==> config.mk <==
export PLATFORM = sky130hd
export DESIGN_NAME = pdr_ctrl
export DESIGN_NICKNAME = d
export VERILOG_FILES = /design/src/sv/pdr_pkg.sv /design/src/sv/pdr_ctrl.sv
export SDC_FILE = /design/constraint.sdc
export NUM_CORES = 1
export LEC_CHECK = 0
export BUFFER_PORTS_ARGS = -buffer_cell sky130_fd_sc_hd__buf_2
export CORE_MARGIN = 5
export CORE_UTILIZATION = 45
export DETAILED_ROUTE_END_ITERATION = 10
export HOLD_SLACK_MARGIN = 0.03
export PLACE_DENSITY = 0.72
export SLEW_MARGIN = 40
export SYNTH_ARGS = -nofsm -noshare
export SYNTH_HDL_FRONTEND = slang
export SYNTH_SLANG_ARGS = --single-unit
==> constraint.sdc <==
create_clock -name clk -period 1.62 [get_ports clk]
set_input_delay 0.081 -clock clk [delete_from_list [all_inputs] [get_ports clk]]
set_output_delay 0.081 -clock clk [all_outputs]
set_load 0.02 [all_outputs]
==> src/sv/pdr_pkg.sv <==
// Shared widths, constants, the CORDIC angle table and controller/datapath link types.
`default_nettype none

package pdr_pkg;

  // Request field widths
  localparam int FWD_W   = 15;
  localparam int LAT_W   = 15;
  localparam int YAW_W   = 18;
  localparam int STEP_W  = 16;
  localparam int IN_W    = FWD_W + LAT_W + YAW_W + STEP_W;

  // Result field widths
  localparam int POS_W   = 32;
  localparam int HEAD_W  = 16;
  localparam int ELAP_W  = 40;
  localparam int OUT_W   = 2 * POS_W + HEAD_W + ELAP_W;

  // Datapath widths
  localparam int SPD_W   = FWD_W + 1;          // speed after optional negation
  localparam int XW      = 33;                 // CORDIC x, y, z
  localparam int PW      = SPD_W + XW;         // speed * sin/cos
  localparam int SW      = PW + 1;             // sum of two products
  localparam int DW      = SW + STEP_W + 1;    // sum * step time
  localparam int HPW     = YAW_W + STEP_W + 1; // yaw rate * step time
  localparam int QW      = DW - 38;            // rounded position increment
  localparam int SATW    = POS_W + 2;          // saturating add

  localparam int CORDIC_MAX = 24;
  localparam int IDX_W      = 5;

  localparam logic signed [XW-1:0] CORDIC_ONE = 33'sd652032874;
  localparam logic signed [XW-1:0] Z_QTR      = 33'sd1073741824;
  localparam logic signed [XW-1:0] Z_HALF     = 33'sd2147483648;
  localparam logic signed [DW-1:0] POS_RND    = 67'sd137438953472;
  localparam logic signed [HPW-1:0] HEAD_RND  = 35'sd32768;

  localparam logic signed [POS_W-1:0] POS_MAX = 32'sh7fff_ffff;
  localparam logic signed [POS_W-1:0] POS_MIN = 32'sh8000_0000;

  // Controller commands to the datapath, one active per cycle
  typedef struct packed {
    logic             load;  // take the request, set up the rotation
    logic             iter;  // one CORDIC iteration
    logic             mul;   // speed times cos/sin, yaw rate times step
    logic             sum;   // combine rotated components
    logic             prod;  // scale by step time
    logic             rnd;   // round position increments
    logic             upd;   // update state and load the result register
    logic [IDX_W-1:0] idx;   // iteration index
  } pdr_cmd_t;

  typedef struct packed {
    logic out_busy;  // result register full and not being taken
  } pdr_sts_t;

  // atan(2^-i) in units of 2^-32 turn
  function automatic logic [31:0] pdr_atan(input logic [IDX_W-1:0] i);
    logic [31:0] a;
    unique case (i)
      5'd0:    a = 32'd536870912;
      5'd1:    a = 32'd316933406;
      5'd2:    a = 32'd167458907;
      5'd3:    a = 32'd85004756;
      5'd4:    a = 32'd42667331;
      5'd5:    a = 32'd21354465;
      5'd6:    a = 32'd10679838;
      5'd7:    a = 32'd5340245;
      5'd8:    a = 32'd2670163;
      5'd9:    a = 32'd1335087;
      5'd10:   a = 32'd667544;
      5'd11:   a = 32'd333772;
      5'd12:   a = 32'd166886;
      5'd13:   a = 32'd83443;
      5'd14:   a = 32'd41722;
      5'd15:   a = 32'd20861;
      5'd16:   a = 32'd10430;
      5'd17:   a = 32'd5215;
      5'd18:   a = 32'd2608;
      5'd19:   a = 32'd1304;
      5'd20:   a = 32'd652;
      5'd21:   a = 32'd326;
      5'd22:   a = 32'd163;
      5'd23:   a = 32'd81;
      default: a = 32'd0;
    endcase
    return a;
  endfunction

endpackage

`default_nettype wire

==> src/sv/pdr_ctrl.sv <==
// Sequencing state machine: accept, CORDIC iterations, multiply, sum, scale, round, update.
`default_nettype none

module pdr_ctrl #(
  parameter int ANGLE_BITS = 16
) (
  input  wire logic              clk,
  input  wire logic              rst_n,
  input  wire logic              in_tvalid,
  output logic                   in_tready,
  output pdr_pkg::pdr_cmd_t      cmd,
  input  wire pdr_pkg::pdr_sts_t sts
);
  import pdr_pkg::*;

  localparam int N_ITER = (ANGLE_BITS > CORDIC_MAX) ? CORDIC_MAX : ANGLE_BITS;
  localparam logic [IDX_W-1:0] LAST_IDX = IDX_W'(N_ITER - 1);

  typedef enum logic [6:0] {
    S_IDLE = 7'b0000001,
    S_ROT  = 7'b0000010,
    S_MUL  = 7'b0000100,
    S_SUM  = 7'b0001000,
    S_PROD = 7'b0010000,
    S_RND  = 7'b0100000,
    S_UPD  = 7'b1000000
  } pdr_state_t;

  pdr_state_t       state_r, state_nxt;
  logic [IDX_W-1:0] cnt_r, cnt_nxt;

  always_comb begin
    state_nxt = state_r;
    cnt_nxt   = cnt_r;
    cmd       = '0;
    cmd.idx   = cnt_r;
    in_tready = 1'b0;
    unique case (state_r)
      S_IDLE: begin
        in_tready = 1'b1;
        if (in_tvalid) begin
          cmd.load  = 1'b1;
          cnt_nxt   = '0;
          state_nxt = S_ROT;
        end
      end
      S_ROT: begin
        cmd.iter = 1'b1;
        if (cnt_r == LAST_IDX) begin
          state_nxt = S_MUL;
        end else begin
          cnt_nxt = cnt_r + 1'b1;
        end
      end
      S_MUL: begin
        cmd.mul   = 1'b1;
        state_nxt = S_SUM;
      end
      S_SUM: begin
        cmd.sum   = 1'b1;
        state_nxt = S_PROD;
      end
      S_PROD: begin
        cmd.prod  = 1'b1;
        state_nxt = S_RND;
      end
      S_RND: begin
        cmd.rnd   = 1'b1;
        state_nxt = S_UPD;
      end
      S_UPD: begin
        // hold until the result register is free
        if (!sts.out_busy) begin
          cmd.upd   = 1'b1;
          state_nxt = S_IDLE;
        end
      end
      default: state_nxt = S_IDLE;
    endcase
  end

  always_ff @(posedge clk) begin
    if (!rst_n) begin
      state_r <= S_IDLE;
      cnt_r   <= '0;
    end else begin
      state_r <= state_nxt;
      cnt_r   <= cnt_nxt;
    end
  end

endmodule

`default_nettype wire

==> metrics.txt <==
Post-Route WL 1760 µm; metal2 WL 793 µm; slowest cell delay on critical path 0.46 ns; Cell Chain, Critical Path or2_4 -> or4_4 -> nor3b_4 -> buf_6; IO Port Bufs 16; Worst Setup End Kind primary output; drt first-iter violations 25; Hold Buf Count CTS 0; Syn Inst Count 79; maximum VDD drop 0.000427 V; fmax 575 MHz; Setup TNS Final -0.213 ns; Startpoint Class register; RSZ-0062 raised after global routing true; Crit. Startpoint state_r[6]$_SDFFE_PN0P_; setup ws final -0.120 ns; Worst R2R Start cnt_r[0]$_SDFFE_PN0P_; DR WL/cell 13.9 µm; total iterations of the first detailed-routing run 4; failing checks setup timing; GRT Total Usage 14.6%; synth warn 0; CTS tree built; Worst Min Path Start rst_n; syn_area_per_cell 9.01 µm²; clock buffer depth 2; post-synthesis compound-gate area fraction 12.5%; Worst R2R End cnt_r[4]$_SDFFE_PN0P_; Seq/Total Area, Yosys 33.7%; Via Count 684; GPL Wtd Cong 0.774; hold_ws 0.128 ns; post-synthesis mux area share 1.41%; pin count of the biggest net entering global routing 9; Sink Count 12; wire length of the first global-routing pass 2860 µm; Worst Hold Depth 2; FILL cells 122; Max Used Layer met4; clk root buf clkbuf_4; Hold WC Path Type input port to register; Leakage Power 0.000439 µW; Area Growth Syn to Fin 46.9%; CTS Buf Count 3; DRC Markers 0; CP max-delay cell or4_4; fin crit share 107%; Final Hold Fails 0; Cell Rows 14; async set-reset flop share out of synthesis 0%; flop2flop setup slack -0.01 ns; Slew @ Worst Pin 0.333 ns; Die Ht 49.8 µm; vias per inst 5.39; main combinational cell family by area after synthesis simple AND/OR/NAND/NOR gates; Top FF cell, synth dfxtp_1; H-tree Lvls 1; CP required 1.54 ns; Slew HR 77.5%; Max Cap Viol 0; Fin Clk Skew 0.00568 ns; Detailed Place HPWL 1230 µm; syn_nets 85; Adder-Cell Fraction of Synth Area 3.51%; post-route minimum period 1.74 ns; Crit Path Max Fanout 3; share of layout cells above drive strength 1 52.3%; number of routed nets with antenna violations 0; Mapped Area 712 µm²; setup violators final 4; XOR/XNOR share of the synthesized area 1.23%; vias in the first global route 618; die width 49.8 µm; status complete, but fails checks; Synth Register Bits 12; num ports 17; Yosys cell types 39; Core ar. 1510 µm²; worst path arrival time 1.66 ns; Pwr Density 622 nW/µm²; ANT cells 0; WL met3 57 µm; Nets 118; CTS clk-pin slew, worst paths 0.08 ns; wl on met1 897 µm; critical path class register to primary output; max-slew violations 0; hold path endpoint state_r[3]$_SDFFE_PN0P_; Post-synth EDFFs 0; Die ar. 2480 µm²; R2R cell count 8; initial core utilization 47.3%; initial antenna violation count 0; worst skew pair latency 0.27 ns; total congestion overflow 0; post-synthesis simple-gate area fraction 42.5%
registers in the layout (all words and copies together), names as in the netlist:
name and cells:
cnt_r 5, state_r 7
critical path, delay by kind of cell (launching register included):
kind	cells	cell delay (ns)
AND/OR/NAND/NOR	3	0.92
buffers and inverters	1	0.14
flip-flops	1	0.33
cell usage after synthesis, types with 2 or more instances:
library cell  count  area (µm²)
o31ai_1           2        15.0
nand3_1           2        10.0
and2_1            4        25.0
nor2b_1           2        12.5
and3_1            2        12.5
a21boi_1          2        15.0
ha_1              2        25.0
a21oi_1           4        20.0
nand2b_1          3        18.8
nor4_1            2        12.5
inv_1             5        18.8
nand2_1           3        11.3
buf_2             2        10.0
nor3_1            4        20.0
nand3b_1          3        22.5
nor2_1            2        7.51
dfxtp_1          12         240
nor3b_1           2        15.0
cell families after synthesis:
kind of cell             count (synthesis)
flip-flops                              12
adder cells (fa/ha/maj)                  2
multiplexers                             1
XOR/XNOR                                 1
AO/OA/AOI/OAI                           13
AND/OR/NAND/NOR                         42
buffers and inverters                    8
final cells by class:
| cell class | count | area, µm² | share of cell area (%) |
|---|---|---|---|
| clock buffers | 3 | 22.5 | 2.15 |
| clock inverters | 1 | 3.75 | 0.359 |
| inverters | 5 | 18.8 | 1.79 |
| multi-input cells | 59 | 518 | 49.5 |
| flip-flops and latches | 12 | 251 | 24.0 |
| well taps | 16 | 20.0 | 1.91 |
| repair buffers | 31 | 211 | 20.2 |
metal layers:
metal / vias up / GRT usage (%)
met5: - / 0
met1: 315 / 20.0
li1: 354 / -
met2: 13 / 21.8
met3: 2 / 3.61
met4: 0 / 5.24
per-stage QoR:
stage	std cells	area, µm²	power [µW]	util, %	setup WS, ns
after CTS	124	991	638	65.8	-0.123
after floorplan	79	762	394	-	-0.0442
after detailed placement	118	920	439	61.0	-0.106
after global placement	118	920	438	61.0	-0.0229
after global routing	127	1050	688	69.4	-0.172
final	127	1050	651	69.4	-0.120
cell usage in the layout (no fill, tap or decap), types with 2 or more instances in the layout:
cell type	synthesis	routed
buf_4	1	15
buf_2	2	13
dfxtp_1	12	7
inv_1	5	5
and2_1	4	4
a21oi_1	4	4
nand2b_1	3	3
nor3_1	4	3
nand3b_1	3	3
clkbuf_4	0	3
buf_6	0	3
dfxtp_2	0	3
nand2_2	1	2
nor2_1	2	2
nor2b_1	2	2
nand3_1	2	2
a21boi_2	0	2
nand2_1	3	2
ha_4	0	2
dfxtp_4	0	2
how the worst max path moves through the flow:
| stage | end | slack (ns) | cells past startpoint |
|---|---|---|---|
| 2_1_floorplan | cnt_r[3]$_SDFFE_PN0P_ | -0.04 | 7 |
| 3_3_place_gp | cnt_r[3]$_SDFFE_PN0P_ | -0.02 | 7 |
| 3_5_place_dp | cnt_r[3]$_SDFFE_PN0P_ | -0.11 | 7 |
| 4_1_cts | cmd[8] | -0.12 | 4 |
| 5_1_grt | cmd[8] | -0.17 | 4 |
| 6_report | cmd[8] | -0.12 | 4 |
where the power goes:
part / switching, µW / total, µW / internal (µW)
clock network: 106 / 195 / 89.1
logic: 71.4 / 147 / 75.6
registers: 12.0 / 309 / 297
what timing repair did:
item                                    CTS  global route
pin swaps                                 8             4
setup buffers                             2             3
endpoints found under the setup margin    7            12
resized for setup                         9             8
Power figures use the tool's default switching activity.
